### src/hw/rtl/assert_macros.svh
// Assertion macros shared by the RTL files that check themselves.
// Define ASSERT_OFF to compile every check away.
`ifndef ASSERT_MACROS_SVH
`define ASSERT_MACROS_SVH
`ifndef ASSERT_OFF
// Property must hold at every clock edge outside reset.
`define ASSERT_CLK(lbl, clk, rst_n, prop, msg) \
	lbl: assert property (@(posedge clk) disable iff (!rst_n) prop) else $error(msg);
// Condition must never be true outside reset.
`define ASSERT_NEVER(lbl, clk, rst_n, cond, msg) \
	lbl: assert property (@(posedge clk) disable iff (!rst_n) !(cond)) else $error(msg);
`else
`define ASSERT_CLK(lbl, clk, rst_n, prop, msg)
`define ASSERT_NEVER(lbl, clk, rst_n, cond, msg)
`endif
`endif

### src/hw/rtl/lfp_pkg.sv
// Shared types, constants and constant dividers for the lidar frame parser.
// No dependencies; the parser, queue, back end and top level import this package.
`default_nettype none
package lfp_pkg;

	localparam int FRAME_BYTES = 9;
	localparam logic [7:0] HEADER_BYTE = 8'h59;
	localparam int QUEUE_DEPTH = 4;

	localparam int CFG_INDEX_W = 3;
	localparam int CFG_DATA_W  = 16;

	typedef logic [3:0] pos_t;
	localparam pos_t POS_HUNT = 4'd0;
	localparam pos_t POS_HDR2 = 4'd1;
	localparam pos_t POS_PAY0 = 4'd2;
	localparam pos_t POS_PAY3 = 4'd5;
	localparam pos_t POS_LAST = 4'(FRAME_BYTES - 1);

	typedef enum logic [CFG_INDEX_W-1:0] {
		REG_DISTANCE_OFFSET    = 3'd0,
		REG_VALID_MIN          = 3'd1,
		REG_VALID_MAX          = 3'd2,
		REG_STRENGTH_LEVEL_MIN = 3'd3,
		REG_NEAR_LIMIT_MM      = 3'd4
	} cfg_reg_t;

	typedef struct packed {
		logic signed [9:0] distance_offset;
		logic [15:0]       valid_min;
		logic [15:0]       valid_max;
		logic [6:0]        strength_level_min;
		logic [15:0]       near_limit_mm;
	} cfg_t;

	// One completed frame handed from the parser to the back end
	typedef struct packed {
		logic        checksum_ok;
		logic [15:0] raw_distance;
		logic [15:0] strength;
		logic [15:0] near_mm;
	} job_t;

	typedef struct packed {
		logic push;
		job_t job;
	} push_t;

	typedef struct packed {
		logic full;
		logic empty;
	} q_stat_t;

	// Reciprocal multipliers, exact over the full 16-bit input range
	localparam logic [16:0] DIV10_MUL   = 17'd52429;   // shift 19
	localparam logic [16:0] DIV100_MUL  = 17'd83887;   // shift 23
	localparam logic [18:0] DIV655_MUL  = 19'd409826;  // shift 28
	localparam logic [16:0] DIV1000_MUL = 17'd67109;   // shift 26

	function automatic logic [12:0] div10(input logic [15:0] n);
		logic [32:0] p;
		p = 33'(n) * 33'(DIV10_MUL);
		return p[31:19];
	endfunction

	function automatic logic [9:0] div100(input logic [15:0] n);
		logic [32:0] p;
		p = 33'(n) * 33'(DIV100_MUL);
		return p[32:23];
	endfunction

	function automatic logic [6:0] div655(input logic [15:0] n);
		logic [34:0] p;
		p = 35'(n) * 35'(DIV655_MUL);
		return p[34:28];
	endfunction

	function automatic logic [6:0] div1000(input logic [15:0] n);
		logic [32:0] p;
		p = 33'(n) * 33'(DIV1000_MUL);
		return p[32:26];
	endfunction

	// Times 100 as shifts and adds (64 + 32 + 4)
	function automatic logic [15:0] mul100(input logic [9:0] q);
		return 16'({q, 6'b0}) + 16'({q, 5'b0}) + 16'({q, 2'b0});
	endfunction

endpackage
`default_nettype wire

### src/hw/rtl/lfp_in_if.sv
// Input channel: one received byte plus the current near sensor sample per beat.
// No dependencies.
`default_nettype none
interface lfp_in_if;
	logic        valid;
	logic        ready;
	logic [7:0]  rx_byte;
	logic [15:0] near_distance_mm;

	modport source (output valid, output rx_byte, output near_distance_mm, input ready);
	modport sink   (input valid, input rx_byte, input near_distance_mm, output ready);
endinterface
`default_nettype wire

### src/hw/rtl/lfp_out_if.sv
// Result channel: one beat per completed frame.
// No dependencies.
`default_nettype none
interface lfp_out_if;
	logic        valid;
	logic        ready;
	logic        checksum_ok;
	logic        source_near;
	logic [6:0]  whole_part;
	logic [6:0]  fraction_part;
	logic [15:0] held_distance_out;
	logic [6:0]  strength_level;

	modport source (output valid, output checksum_ok, output source_near,
		output whole_part, output fraction_part, output held_distance_out,
		output strength_level, input ready);
	modport sink   (input valid, input checksum_ok, input source_near,
		input whole_part, input fraction_part, input held_distance_out,
		input strength_level, output ready);
endinterface
`default_nettype wire

### src/hw/rtl/lfp_front.sv
// Byte parser: header hunt, payload capture and running sum; pushes one job per frame.
// Depends on lfp_pkg and lfp_in_if.
`default_nettype none
module lfp_front (
	input  wire logic            clk,
	input  wire logic            arst_n,
	lfp_in_if.sink               in_ch,
	input  wire lfp_pkg::q_stat_t q_stat,
	output lfp_pkg::push_t       q_push
);
	import lfp_pkg::*;

	pos_t        pos_q;
	pos_t        pos_eff;
	logic [7:0]  sum_q;
	logic [31:0] pay_q;
	logic        accept;
	logic [1:0]  pay_sel;

	// Treat an out-of-range position as hunting
	assign pos_eff = (pos_q > POS_LAST) ? POS_HUNT : pos_q;
	assign pay_sel = 2'(pos_eff - POS_PAY0);

	// Stall only the closing byte while the queue is full
	assign in_ch.ready = !((pos_eff == POS_LAST) && q_stat.full);
	assign accept      = in_ch.valid && in_ch.ready;

	// Hand the finished frame to the queue
	always_comb begin
		q_push.push             = accept && (pos_eff == POS_LAST);
		q_push.job.checksum_ok  = (in_ch.rx_byte == sum_q);
		q_push.job.raw_distance = pay_q[15:0];
		q_push.job.strength     = pay_q[31:16];
		q_push.job.near_mm      = in_ch.near_distance_mm;
	end

	// Advance position and running sum
	always_ff @(posedge clk or negedge arst_n) begin
		if (!arst_n) begin
			pos_q <= POS_HUNT;
			sum_q <= '0;
		end else if (accept) begin
			if (pos_eff == POS_HUNT) begin
				if (in_ch.rx_byte == HEADER_BYTE) begin
					sum_q <= in_ch.rx_byte;
					pos_q <= POS_HDR2;
				end else begin
					pos_q <= POS_HUNT;
				end
			end else if (pos_eff == POS_HDR2) begin
				if (in_ch.rx_byte == HEADER_BYTE) begin
					sum_q <= sum_q + in_ch.rx_byte;
					pos_q <= POS_PAY0;
				end else begin
					sum_q <= '0;
					pos_q <= POS_HUNT;
				end
			end else if (pos_eff == POS_LAST) begin
				sum_q <= '0;
				pos_q <= POS_HUNT;
			end else begin
				sum_q <= sum_q + in_ch.rx_byte;
				pos_q <= pos_eff + 4'd1;
			end
		end
	end

	// Capture distance and strength bytes; clear on second header byte
	always_ff @(posedge clk) begin
		if (accept) begin
			if (pos_eff == POS_HDR2) begin
				pay_q <= '0;
			end else if (pos_eff inside {[POS_PAY0:POS_PAY3]}) begin
				pay_q[8*pay_sel +: 8] <= in_ch.rx_byte;
			end
		end
	end
endmodule
`default_nettype wire

### src/hw/rtl/lfp_fifo.sv
// Short job queue between the parser and the back end.
// Depends on lfp_pkg. DEPTH is a power of two, at least 2.
`default_nettype none
module lfp_fifo #(
	parameter int DEPTH = lfp_pkg::QUEUE_DEPTH
) (
	input  wire logic             clk,
	input  wire logic             arst_n,
	input  wire lfp_pkg::push_t   q_push,
	input  wire logic             pop,
	output lfp_pkg::job_t         head,
	output lfp_pkg::q_stat_t      q_stat
);
	import lfp_pkg::*;

	localparam int AW = $clog2(DEPTH);
	localparam int CW = $clog2(DEPTH + 1);

	job_t          mem [DEPTH];
	logic [AW-1:0] wr_ptr_q;
	logic [AW-1:0] rd_ptr_q;
	logic [CW-1:0] cnt_q;

	assign head         = mem[rd_ptr_q];
	assign q_stat.full  = (cnt_q == CW'(DEPTH));
	assign q_stat.empty = (cnt_q == '0);

	// Store pushed jobs
	always_ff @(posedge clk) begin
		if (q_push.push) begin
			mem[wr_ptr_q] <= q_push.job;
		end
	end

	// Move pointers and occupancy
	always_ff @(posedge clk or negedge arst_n) begin
		if (!arst_n) begin
			wr_ptr_q <= '0;
			rd_ptr_q <= '0;
			cnt_q    <= '0;
		end else begin
			if (q_push.push) begin
				wr_ptr_q <= wr_ptr_q + AW'(1);
			end
			if (pop) begin
				rd_ptr_q <= rd_ptr_q + AW'(1);
			end
			if (q_push.push && !pop) begin
				cnt_q <= cnt_q + CW'(1);
			end else if (pop && !q_push.push) begin
				cnt_q <= cnt_q - CW'(1);
			end
		end
	end
endmodule
`default_nettype wire

### src/hw/rtl/lfp_back.sv
// Back end: held-distance update, constant divisions, source selection, result register.
// Depends on lfp_pkg and lfp_out_if.
`default_nettype none
module lfp_back (
	input  wire logic             clk,
	input  wire logic             arst_n,
	input  wire lfp_pkg::cfg_t    cfg,
	input  wire lfp_pkg::job_t    job,
	input  wire lfp_pkg::q_stat_t q_stat,
	output logic                  pop,
	lfp_out_if.source             out_ch
);
	import lfp_pkg::*;

	logic        adv;
	logic [15:0] held_q;
	logic [15:0] strength_q;
	logic [15:0] held_nxt;
	logic signed [17:0] adj;
	logic        take;

	logic        vld_s1, ok_s1;
	logic [15:0] hd_s1, hs_s1, near_s1;

	logic        vld_s2, ok_s2;
	logic [15:0] hd_s2;
	logic [12:0] t_s2;
	logic [9:0]  q100_s2;
	logic [6:0]  lvl_s2, lim_s2;

	logic        vld_s3, ok_s3;
	logic [15:0] hd_s3;
	logic [12:0] t_s3;
	logic [9:0]  q100_s3, tq_s3;
	logic [15:0] hrem_s3;
	logic [6:0]  lvl_s3, lim_s3;

	logic        out_vld_q;
	logic        sel;
	logic [15:0] near_frac;

	// Whole pipeline moves when the result register is free
	assign adv = !out_vld_q || out_ch.ready;
	assign pop = adv && !q_stat.empty;

	// Adjusted distance and the held-value update rule
	always_comb begin
		adj  = $signed({2'b00, job.raw_distance}) +
			$signed({{8{cfg.distance_offset[9]}}, cfg.distance_offset});
		take = job.checksum_ok && (job.raw_distance != held_q) &&
			(adj >= $signed({2'b00, cfg.valid_min})) &&
			(adj <= $signed({2'b00, cfg.valid_max})) &&
			(adj != 18'sd65535);
		held_nxt = take ? adj[15:0] : held_q;
	end

	// Held long-range state
	always_ff @(posedge clk or negedge arst_n) begin
		if (!arst_n) begin
			held_q     <= '0;
			strength_q <= '0;
		end else if (pop) begin
			held_q <= held_nxt;
			if (job.checksum_ok) begin
				strength_q <= job.strength;
			end
		end
	end

	// Valid bits of the pipeline
	always_ff @(posedge clk or negedge arst_n) begin
		if (!arst_n) begin
			vld_s1    <= 1'b0;
			vld_s2    <= 1'b0;
			vld_s3    <= 1'b0;
			out_vld_q <= 1'b0;
		end else if (adv) begin
			vld_s1    <= pop;
			vld_s2    <= vld_s1;
			vld_s3    <= vld_s2;
			out_vld_q <= vld_s3;
		end
	end

	// Stage 1: snapshot of the state after this frame
	always_ff @(posedge clk) begin
		if (adv) begin
			ok_s1   <= job.checksum_ok;
			hd_s1   <= held_nxt;
			hs_s1   <= job.checksum_ok ? job.strength : strength_q;
			near_s1 <= job.near_mm;
		end
	end

	// Stage 2: reciprocal multiplies
	always_ff @(posedge clk) begin
		if (adv) begin
			ok_s2   <= ok_s1;
			hd_s2   <= hd_s1;
			t_s2    <= div10(near_s1);
			q100_s2 <= div100(hd_s1);
			lvl_s2  <= div655(hs_s1);
			lim_s2  <= div1000(cfg.near_limit_mm);
		end
	end

	// Stage 3: metres from centimetres, long-range remainder
	always_ff @(posedge clk) begin
		if (adv) begin
			ok_s3   <= ok_s2;
			hd_s3   <= hd_s2;
			t_s3    <= t_s2;
			tq_s3   <= div100(16'(t_s2));
			q100_s3 <= q100_s2;
			hrem_s3 <= hd_s2 - mul100(q100_s2);
			lvl_s3  <= lvl_s2;
			lim_s3  <= lim_s2;
		end
	end

	// Pick the source
	always_comb begin
		near_frac = 16'(t_s3) - mul100(tq_s3);
		sel       = (lvl_s3 >= cfg.strength_level_min) && (tq_s3 < 10'(lim_s3));
	end

	// Result register
	always_ff @(posedge clk) begin
		if (adv) begin
			out_ch.checksum_ok       <= ok_s3;
			out_ch.source_near       <= sel;
			out_ch.held_distance_out <= hd_s3;
			out_ch.strength_level    <= lvl_s3;
			if (sel) begin
				out_ch.whole_part    <= tq_s3[6:0];
				out_ch.fraction_part <= near_frac[6:0];
			end else begin
				out_ch.whole_part    <= (q100_s3 > 10'd127) ? 7'd127 : q100_s3[6:0];
				out_ch.fraction_part <= hrem_s3[6:0];
			end
		end
	end

	assign out_ch.valid = out_vld_q;
endmodule
`default_nettype wire

### src/hw/rtl/lidar_frame_parser_range_select.sv
// Channel   Dir  Beat contents
// in_ch     in   rx_byte, near_distance_mm (one link byte each)
// out_ch    out  checksum_ok, source_near, whole_part, fraction_part,
//                held_distance_out, strength_level (one per completed frame)
// Takes one byte per cycle while in_ch.ready is high. After the closing byte, a frame
// goes through the queue read and three arithmetic stages into the result register.
// Reset clears the parser, queue, held distance and strength, and loads register
// defaults. A stalled result holds the back pipeline, then fills the job queue;
// only the closing byte of a frame waits while the queue is full.
// Top level: configuration registers and hookup of parser, job queue and back end.
// Depends on lfp_pkg, lfp_in_if, lfp_out_if, lfp_front, lfp_fifo, lfp_back.
`default_nettype none
`include "assert_macros.svh"
module lidar_frame_parser_range_select #(
	parameter int QUEUE_DEPTH = lfp_pkg::QUEUE_DEPTH
) (
	input  wire logic                           clk,
	input  wire logic                           arst_n,
	lfp_in_if.sink                              in_ch,
	lfp_out_if.source                           out_ch,
	input  wire logic                           cfg_wr_en,
	input  wire logic [lfp_pkg::CFG_INDEX_W-1:0] cfg_index,
	input  wire logic [lfp_pkg::CFG_DATA_W-1:0]  cfg_data
);
	import lfp_pkg::*;

	cfg_t    cfg_q;
	push_t   q_push;
	q_stat_t q_stat;
	job_t    head;
	logic    q_pop;

	// Register writes; unknown index is dropped
	always_ff @(posedge clk or negedge arst_n) begin
		if (!arst_n) begin
			cfg_q.distance_offset    <= 10'sd0;
			cfg_q.valid_min          <= 16'd2;
			cfg_q.valid_max          <= 16'd4500;
			cfg_q.strength_level_min <= 7'd9;
			cfg_q.near_limit_mm      <= 16'd2000;
		end else if (cfg_wr_en) begin
			case (cfg_reg_t'(cfg_index))
				REG_DISTANCE_OFFSET:    cfg_q.distance_offset    <= $signed(cfg_data[9:0]);
				REG_VALID_MIN:          cfg_q.valid_min          <= cfg_data;
				REG_VALID_MAX:          cfg_q.valid_max          <= cfg_data;
				REG_STRENGTH_LEVEL_MIN: cfg_q.strength_level_min <= cfg_data[6:0];
				REG_NEAR_LIMIT_MM:      cfg_q.near_limit_mm      <= cfg_data;
				default: begin
				end
			endcase
		end
	end

	lfp_front u_front (
		.clk    (clk),
		.arst_n (arst_n),
		.in_ch  (in_ch),
		.q_stat (q_stat),
		.q_push (q_push)
	);

	lfp_fifo #(
		.DEPTH (QUEUE_DEPTH)
	) u_fifo (
		.clk    (clk),
		.arst_n (arst_n),
		.q_push (q_push),
		.pop    (q_pop),
		.head   (head),
		.q_stat (q_stat)
	);

	lfp_back u_back (
		.clk    (clk),
		.arst_n (arst_n),
		.cfg    (cfg_q),
		.job    (head),
		.q_stat (q_stat),
		.pop    (q_pop),
		.out_ch (out_ch)
	);

	`ASSERT_NEVER(a_push_full, clk, arst_n, q_push.push && q_stat.full, "job pushed into full queue")
	`ASSERT_NEVER(a_pop_empty, clk, arst_n, q_pop && q_stat.empty, "job popped from empty queue")
	`ASSERT_CLK(a_push_beat, clk, arst_n, q_push.push |-> (in_ch.valid && in_ch.ready), "job without input beat")
endmodule
`default_nettype wire
### src/flat_wrapper.sv
// flat-port wrapper written by rule: the top's interface ports become plain ports
module lidar_frame_parser_range_select_flat import lfp_pkg::*;
#(
	parameter int QUEUE_DEPTH = lfp_pkg::QUEUE_DEPTH
)
  (clk, arst_n, cfg_wr_en, cfg_index, cfg_data, in_ch_valid, in_ch_rx_byte, in_ch_near_distance_mm, in_ch_ready, out_ch_valid, out_ch_checksum_ok, out_ch_source_near, out_ch_whole_part, out_ch_fraction_part, out_ch_held_distance_out, out_ch_strength_level, out_ch_ready);
  lfp_in_if in_ch_i ();
  lfp_out_if out_ch_i ();
  input  wire logic clk;
  input  wire logic arst_n;
  input  wire logic cfg_wr_en;
  input  wire logic [lfp_pkg::CFG_INDEX_W-1:0] cfg_index;
  input  wire logic [lfp_pkg::CFG_DATA_W-1:0] cfg_data;
  input wire logic [$bits(in_ch_i.valid)-1:0] in_ch_valid;
  input wire logic [$bits(in_ch_i.rx_byte)-1:0] in_ch_rx_byte;
  input wire logic [$bits(in_ch_i.near_distance_mm)-1:0] in_ch_near_distance_mm;
  output wire logic [$bits(in_ch_i.ready)-1:0] in_ch_ready;
  output wire logic [$bits(out_ch_i.valid)-1:0] out_ch_valid;
  output wire logic [$bits(out_ch_i.checksum_ok)-1:0] out_ch_checksum_ok;
  output wire logic [$bits(out_ch_i.source_near)-1:0] out_ch_source_near;
  output wire logic [$bits(out_ch_i.whole_part)-1:0] out_ch_whole_part;
  output wire logic [$bits(out_ch_i.fraction_part)-1:0] out_ch_fraction_part;
  output wire logic [$bits(out_ch_i.held_distance_out)-1:0] out_ch_held_distance_out;
  output wire logic [$bits(out_ch_i.strength_level)-1:0] out_ch_strength_level;
  input wire logic [$bits(out_ch_i.ready)-1:0] out_ch_ready;
  assign in_ch_i.valid = in_ch_valid;
  assign in_ch_i.rx_byte = in_ch_rx_byte;
  assign in_ch_i.near_distance_mm = in_ch_near_distance_mm;
  assign in_ch_ready = in_ch_i.ready;
  assign out_ch_valid = out_ch_i.valid;
  assign out_ch_checksum_ok = out_ch_i.checksum_ok;
  assign out_ch_source_near = out_ch_i.source_near;
  assign out_ch_whole_part = out_ch_i.whole_part;
  assign out_ch_fraction_part = out_ch_i.fraction_part;
  assign out_ch_held_distance_out = out_ch_i.held_distance_out;
  assign out_ch_strength_level = out_ch_i.strength_level;
  assign out_ch_i.ready = out_ch_ready;
  lidar_frame_parser_range_select #(.QUEUE_DEPTH(QUEUE_DEPTH)) u_core (.clk(clk), .arst_n(arst_n), .in_ch(in_ch_i), .out_ch(out_ch_i), .cfg_wr_en(cfg_wr_en), .cfg_index(cfg_index), .cfg_data(cfg_data));
endmodule
### config.mk
export PLATFORM = sky130hd
export DESIGN_NAME = lidar_frame_parser_range_select_flat
export DESIGN_NICKNAME = d
export VERILOG_FILES = /design/src/hw/rtl/lfp_pkg.sv /design/src/hw/rtl/lfp_in_if.sv /design/src/hw/rtl/lfp_out_if.sv /design/src/hw/rtl/lfp_front.sv /design/src/hw/rtl/lfp_fifo.sv /design/src/hw/rtl/lfp_back.sv /design/src/hw/rtl/lidar_frame_parser_range_select.sv /design/src/flat_wrapper.sv
export VERILOG_INCLUDE_DIRS = /design/src /design/src/hw/rtl
export SDC_FILE = /design/constraint.sdc
export NUM_CORES = 2
export LEC_CHECK = 0
export ABC_AREA = 1
export BUFFER_PORTS_ARGS = -buffer_cell sky130_fd_sc_hd__buf_2
export CAP_MARGIN = 20
export CELL_PAD_IN_SITES_DETAIL_PLACEMENT = 1
export CELL_PAD_IN_SITES_GLOBAL_PLACEMENT = 1
export CORE_UTILIZATION = 29
export CTS_CLUSTER_DIAMETER = 60
export DETAILED_ROUTE_END_ITERATION = 8
export PLACE_DENSITY_LB_ADDON = 0.1
export SLEW_MARGIN = 0
export SYNTH_ARGS = -nofsm -noshare
export SYNTH_HDL_FRONTEND = slang
export SYNTH_SLANG_ARGS = --single-unit
### constraint.sdc
create_clock -name clk -period 8 [get_ports clk]
set_input_delay 1.2 -clock clk [delete_from_list [all_inputs] [get_ports clk]]
set_output_delay 1.2 -clock clk [all_outputs]
set_load 0.005 [all_outputs]
Word-level counts from Yosys, hierarchy flattened
Memories as Yosys holds them, arrays and structs flattened.
Cells that the tools add are included.
{"block": "classes", "n_mul": 5, "shifts": 2, "eq_ne": 12, "n_lt_le_gt_ge": 8, "reduce_logical": 30, "n_mux": 22, "addsub": 15}
{"op": "16-bit by 17-bit multiplier with 33-bit output, second input constant", "n": 2}
{"op": "8-bit two-way mux", "n": 5}
{"op": "16-bit by 18-bit multiplier with 34-bit output, second input constant", "n": 1}
{"op": "5-bit negator with 34-bit output", "n": 1}
{"op": "8-bit by 34-bit variable shift with 32-bit output, first input constant", "n": 1}
{"op": "8-bit by 34-bit indexed part select with 32-bit output", "n": 1}
{"op": "32-bit bitwise mux", "n": 1}
{"op": "16-bit by 16-bit multiplier with 32-bit output, second input constant", "n": 1}
{"op": "16-bit two-way mux", "n": 2}
{"op": "32-bit two-way mux", "n": 1}
{"op": "13-bit by 17-bit multiplier with 30-bit output, second input constant", "n": 1}
{"op": "7-bit adder", "n": 4}
{"op": "7-bit two-way mux", "n": 3}
{"op": "17-bit by 10-bit adder with 18-bit output", "n": 1}
{"op": "18-bit by 17-bit greater-or-equal comparator with 1-bit output", "n": 1}
{"op": "18-bit by 17-bit less-or-equal comparator with 1-bit output", "n": 1}
{"op": "18-bit by 17-bit inequality test with 1-bit output, second input constant", "n": 1}
{"op": "4-bit two-way mux", "n": 4}
{"op": "16-bit inequality test", "n": 1}
{"op": "2-bit AND reduction", "n": 7}
{"op": "7-bit subtractor", "n": 2}
{"op": "1-bit logical AND", "n": 12}
{"op": "10-bit by 7-bit > comparator with 1-bit output, second input constant", "n": 1}
{"op": "8-bit adder", "n": 1}
{"op": "26 further kinds", "n": 38}
{"block": "word_totals", "output_inout_bits": 41, "ramBits": 196, "register_bits": 356, "mem_count": 1, "input_bits": 48, "wordCells": 136}
{"memory": "u_core.u_fifo.mem", "depth": 4, "width": 49, "rd": 1, "rd_clocked_by_memory_dff": 0, "write_ports": 1, "line_no": "lfp_fifo.sv:19", "source": "job_t mem [DEPTH];"}

Logic depth before layout (Yosys ltp)
{"block": "depth", "ltp_word": 11, "depth_mapped": 32, "ltp_nobuf": 30}

Modules after synthesis
Synthesis repeated with hierarchy kept, for this count alone.
{"block": "hier_totals", "hier_cells": 4800, "area_unflattened_um2": 46786.1}
{"mod": "lfp_back", "instances": 1, "seq_area_each_um2": 6966.7, "cells_per_inst": 3517, "area_each_um2": 32581.2}
{"mod": "lfp_fifo", "instances": 1, "seq_area_each_um2": 6060.8, "cells_per_inst": 620, "area_each_um2": 8549.4}
{"mod": "lfp_front", "instances": 1, "seq_area_each_um2": 1261.2, "cells_per_inst": 372, "area_each_um2": 2995.4}
{"mod": "lidar_frame_parser_range_select", "instances": 1, "seq_area_each_um2": 1644.1, "cells_per_inst": 291, "area_each_um2": 2660.1}

Worst setup path after synthesis
Ideal clock, no wire load.
{"block": "synth_path", "path_kind": "input port to flip-flop", "from": "input out_ch_ready", "to": "register u_core.u_back.vld_s3", "stages": 3, "setup_ns": 0.347, "slack_ns": 2.216, "n_path_buf": 0, "required_ns": 7.653, "t_arrival_ns": 5.437, "cell_sequence": "nor2_1 inv_1 o21ai_0"}
{"block": "synth_between", "elab_chain_cells": 1}
{"item": "from (decl)", "line_no": "flat_wrapper.sv:25", "source": "input wire logic [$bits(out_ch_i.ready)-1:0] out_ch_ready;"}
{"item": "1-bit logical OR", "line_no": "lfp_back.sv:43", "source": "assign adv = !out_vld_q || out_ch.ready;"}
{"item": "named net u_core.u_back.adv", "line_no": "lfp_back.sv:15", "source": "logic adv;"}
{"item": "to (signal assigned)", "line_no": "lfp_back.sv:80", "source": "vld_s3 <= vld_s2;"}
{"item": "to (decl)", "line_no": "lfp_back.sv:31", "source": "logic vld_s3, ok_s3;"}
The timed path passes the listed nets, and every way through them passes these cells.
A chain may end at the register's enable or synchronous reset.

Final worst setup path
{"block": "layout_path", "from": "register u_core.u_back.near_s1[9]", "to": "register u_core.u_back.t_s2[12], data pin"}
{"block": "layout_between", "elab_chain_cells": 1}
{"item": "from (decl)", "line_no": "lfp_back.sv:23", "source": "logic [15:0] hd_s1, hs_s1, near_s1;"}
{"item": "from (signal assigned)", "line_no": "lfp_back.sv:91", "source": "near_s1 <= job.near_mm;"}
{"item": "16-bit by 16-bit multiplier with 32-bit output", "line_no": "lfp_pkg.sv:62", "source": "p = 33'(n) * 33'(DIV10_MUL);"}
{"item": "to (signal assigned)", "line_no": "lfp_back.sv:100", "source": "t_s2 <= div10(near_s1);"}
{"item": "to (decl)", "line_no": "lfp_back.sv:27", "source": "logic [12:0] t_s2;"}
Every way passes these cells.

==> reports/metrics.yaml <==
fin_skew_ns: 0.0348
cp_slowest_cell: "fa_1"
rrSetupSlack_ns: 2.03
avgViaCountPerCell: 4.46
grt_pass1_vias: 32900
cts_max_level: 3
syn_area_per_cell_um2: 9.89
relSlewSlack: 0.277
synthToLayoutAreaGrowth_pct: 12.8
vias: 30100
cts.hold.buffers_added: 0
synthArstFlopShare: 0.218
max_stage_delay_ns: 0.57
fin_nets: 5784
rsz0062_at_grt: "false"
ys_warn_count: 0
maxCapViolations: 0
path_max_fanout: 5
utilization: 0.331
finalCriticalPeriod_ns: 5.97
max-clock-path-buffers: 3
endpoint_kind: "flip-flop"
synth_edf_count: 430
fillers: 17400
stdcell_count: 6758
wirelength_um: 123000
firstDrtPassIters: 4
synth.most_common_cell: "inv_1"
path_clk_slew_ns: 0.06
worstMarginPinSlew_ns: 1.08
synth_top_area_frac: 0.288
cts_tree: "yes"
drive_gt1_frac: 0.0645
ant_nets: 0
finalHoldViolations: 0
numCtsBuffers: 82
placeableCoreArea_um2: 153000
worstSetupStartpointType: "flip-flop"
die_w_um: 395
netlist_instances: 4534
grt.overflow.total: 0
synth_area_um2: 44900
clock_latency_ns: 0.69
ys.flop_type: "edfxtp_1"
path_class: "flip-flop to flip-flop"
crit_buf_inv: 4
status: "finished, final reports clean"
groute.usage.overall: 0.160
start_util: 0.294
setup_tns_ns: 0
synth_cell_type_count: 58
die_area_um2: 156000
crit_family: "adder cells"
dieHeight_um: 395
grt_pass1_wl_um: 193000
numPlacedInstances: 6606
r2r-start: "u_core.u_back.near_s1[9]$_DFFE_PP_"
hp-class: "input port to async pin"
gp_congestion: 0.837
route.detailed.drc: 0
ys_ff_latch: 550
required_ns: 8.42
max_freq_mhz: 167
slew_violations: 0
placementRows: 143
reg2reg_to: "u_core.u_back.t_s2[12]$_DFFE_PP_"
syn_nets: 5656
crit_chain: "ha_1, fa_1, inv_1, fa_1, fa_1, inv_1, fa_1, inv_1, fa_1, inv_1, ha_1, nand4_1, nor3_1, nand4_1, nand3_1, a21oi_1, o21ai_0, nand2_1, nand4_1, nand2_1"
synth_common_cells: "inv_1, ha_1, nand2_1, edfxtp_1, fa_1"
place_ws_ns: 2.01
drtIter0Drc: 1027
period_share: 0.747
io_pins: 89
cts_sinks: 550
cts_setup_buffers: 0
grt_start_max_net_pins: 76
yosysSeqAreaShare: 0.355
clock-root-buffer: "clkbuf_16"
cts_resized: 0
wl_per_cell_um: 18.2
setup_viol: 0
synth_top_area_cell: "edfxtp_1"
fin_ws_ns: 2.03
cp_data_arrival_time_ns: 6.39
port_buffers: 88
synth_area_leaders: "edfxtp_1, ha_1, fa_1"
reg2regPathDepth: 20
antenna_found_initial: 7
hpwlAfterDp_um: 99200
crit_top_cell: "fa_1"
==> sequential cells by signal (all words and copies together) (netlist names), 8 cells and up <==
| signal | count |
|---|---|
| u_core.u_fifo.mem | 196 |
| u_core.cfg_q | 65 |
| u_core.u_front.pay_q | 32 |
| u_core.u_back.hd_s1 | 16 |
| u_core.u_back.hd_s2 | 16 |
| u_core.u_back.hd_s3 | 16 |
| u_core.u_back.held_q | 16 |
| u_core.u_back.hs_s1 | 16 |
| u_core.u_back.near_s1 | 16 |
| u_core.u_back.out_ch.held_distance_out | 16 |
| u_core.u_back.strength_q | 16 |
| u_core.u_back.t_s2 | 13 |
| u_core.u_back.q100_s2 | 10 |
| u_core.u_back.q100_s3 | 10 |
| u_core.u_front.sum_q | 8 |
==> cell families after synthesis <==
kind of cell / count (synthesis) / share of synthesized area
fa+ha+maj: 1074 / 0.358
buf+inv: 1056 / 0.0898
compound gates: 590 / 0.0718
flops: 550 / 0.355
simple gates: 1189 / 0.111
mux: 1 / 0.000251
xor+xnor: 74 / 0.0146
==> area by class of cell <==
cell class,instances,area [um2],area share
well taps,2030,2540,0.0502
repair buffers,111,659,0.0130
clock buffers,98,2140,0.0423
flip-flops and latches,550,15900,0.315
multi-input cells,2928,25000,0.493
diodes,1,2.50,0.0000495
inverters,989,3720,0.0735
clock inverters,51,638,0.0126
==> layer usage <==
metal  global-route usage  up-vias  share of wire
li1                     -    15000              -
met2                0.273      217           0.48
met4               0.0361       10          0.020
met3               0.0235      117          0.024
met5                    0        -        0.00054
met1                0.213    14700           0.48
==> placed cells by master, fill, tap and decap left out, drive strengths merged, types with 5 or more instances in the layout <==
cell	n
xor2	56
o22ai	41
clkinv	28
bufinv	7
o31ai	5
dfrtp	106
buf	111
and2	19
nor2	231
xnor2	18
inv	1000
clkinvlp	5
a31oi	5
a221oi	5
a21o	15
nor3	31
a211oi	5
o21bai	10
nand4	26
nand3	167
nand2	692
clkbuf	98
o21ai	273
edfxtp	430
a21oi	203
nor4	10
or2	7
fa	347
o21a	9
dfstp	14
ha	727
==> per-stage QoR <==
stage | area (um2) | hold slack, ns
floorplan | 44900 | 0.400
detailed placement | 47800 | 0.406
global placement | 47800 | 0.402
global route | 50600 | 0.327
CTS | 50500 | 0.303
finish | 50600 | 0.357
==> worst reg2reg max path, delay by kind of cell, from the launching register on <==
family	cells	cell delay (ns)
AO/OA/AOI/OAI	2	0.52
adder cells (fa/ha/maj)	7	3.46
buffers and inverters	4	0.22
flip-flops	1	0.49
AND/OR/NAND/NOR	7	1.02
==> worst max path at each step <==
stage / startpoint / end / slack (ns) / cells past startpoint
detailed placement: u_core.u_back.near_s1[9]$_DFFE_PP_ / u_core.u_back.t_s2[12]$_DFFE_PP_ / 2.01 / 20
global placement: u_core.u_back.near_s1[9]$_DFFE_PP_ / u_core.u_back.t_s2[12]$_DFFE_PP_ / 2.12 / 20
global route: u_core.u_back.near_s1[9]$_DFFE_PP_ / u_core.u_back.t_s2[12]$_DFFE_PP_ / 1.66 / 20
CTS: u_core.u_back.near_s1[9]$_DFFE_PP_ / u_core.u_back.t_s2[12]$_DFFE_PP_ / 1.99 / 20
finish: u_core.u_back.near_s1[9]$_DFFE_PP_ / u_core.u_back.t_s2[12]$_DFFE_PP_ / 2.03 / 20
floorplan: out_ch_ready / u_core.u_back.vld_s3$_DFFE_PN0P_ / 2.22 / 3
Power is left out: the tool's default activity adds up to more than one toggle a clock period on the data nets, which glitch-free logic cannot reach.
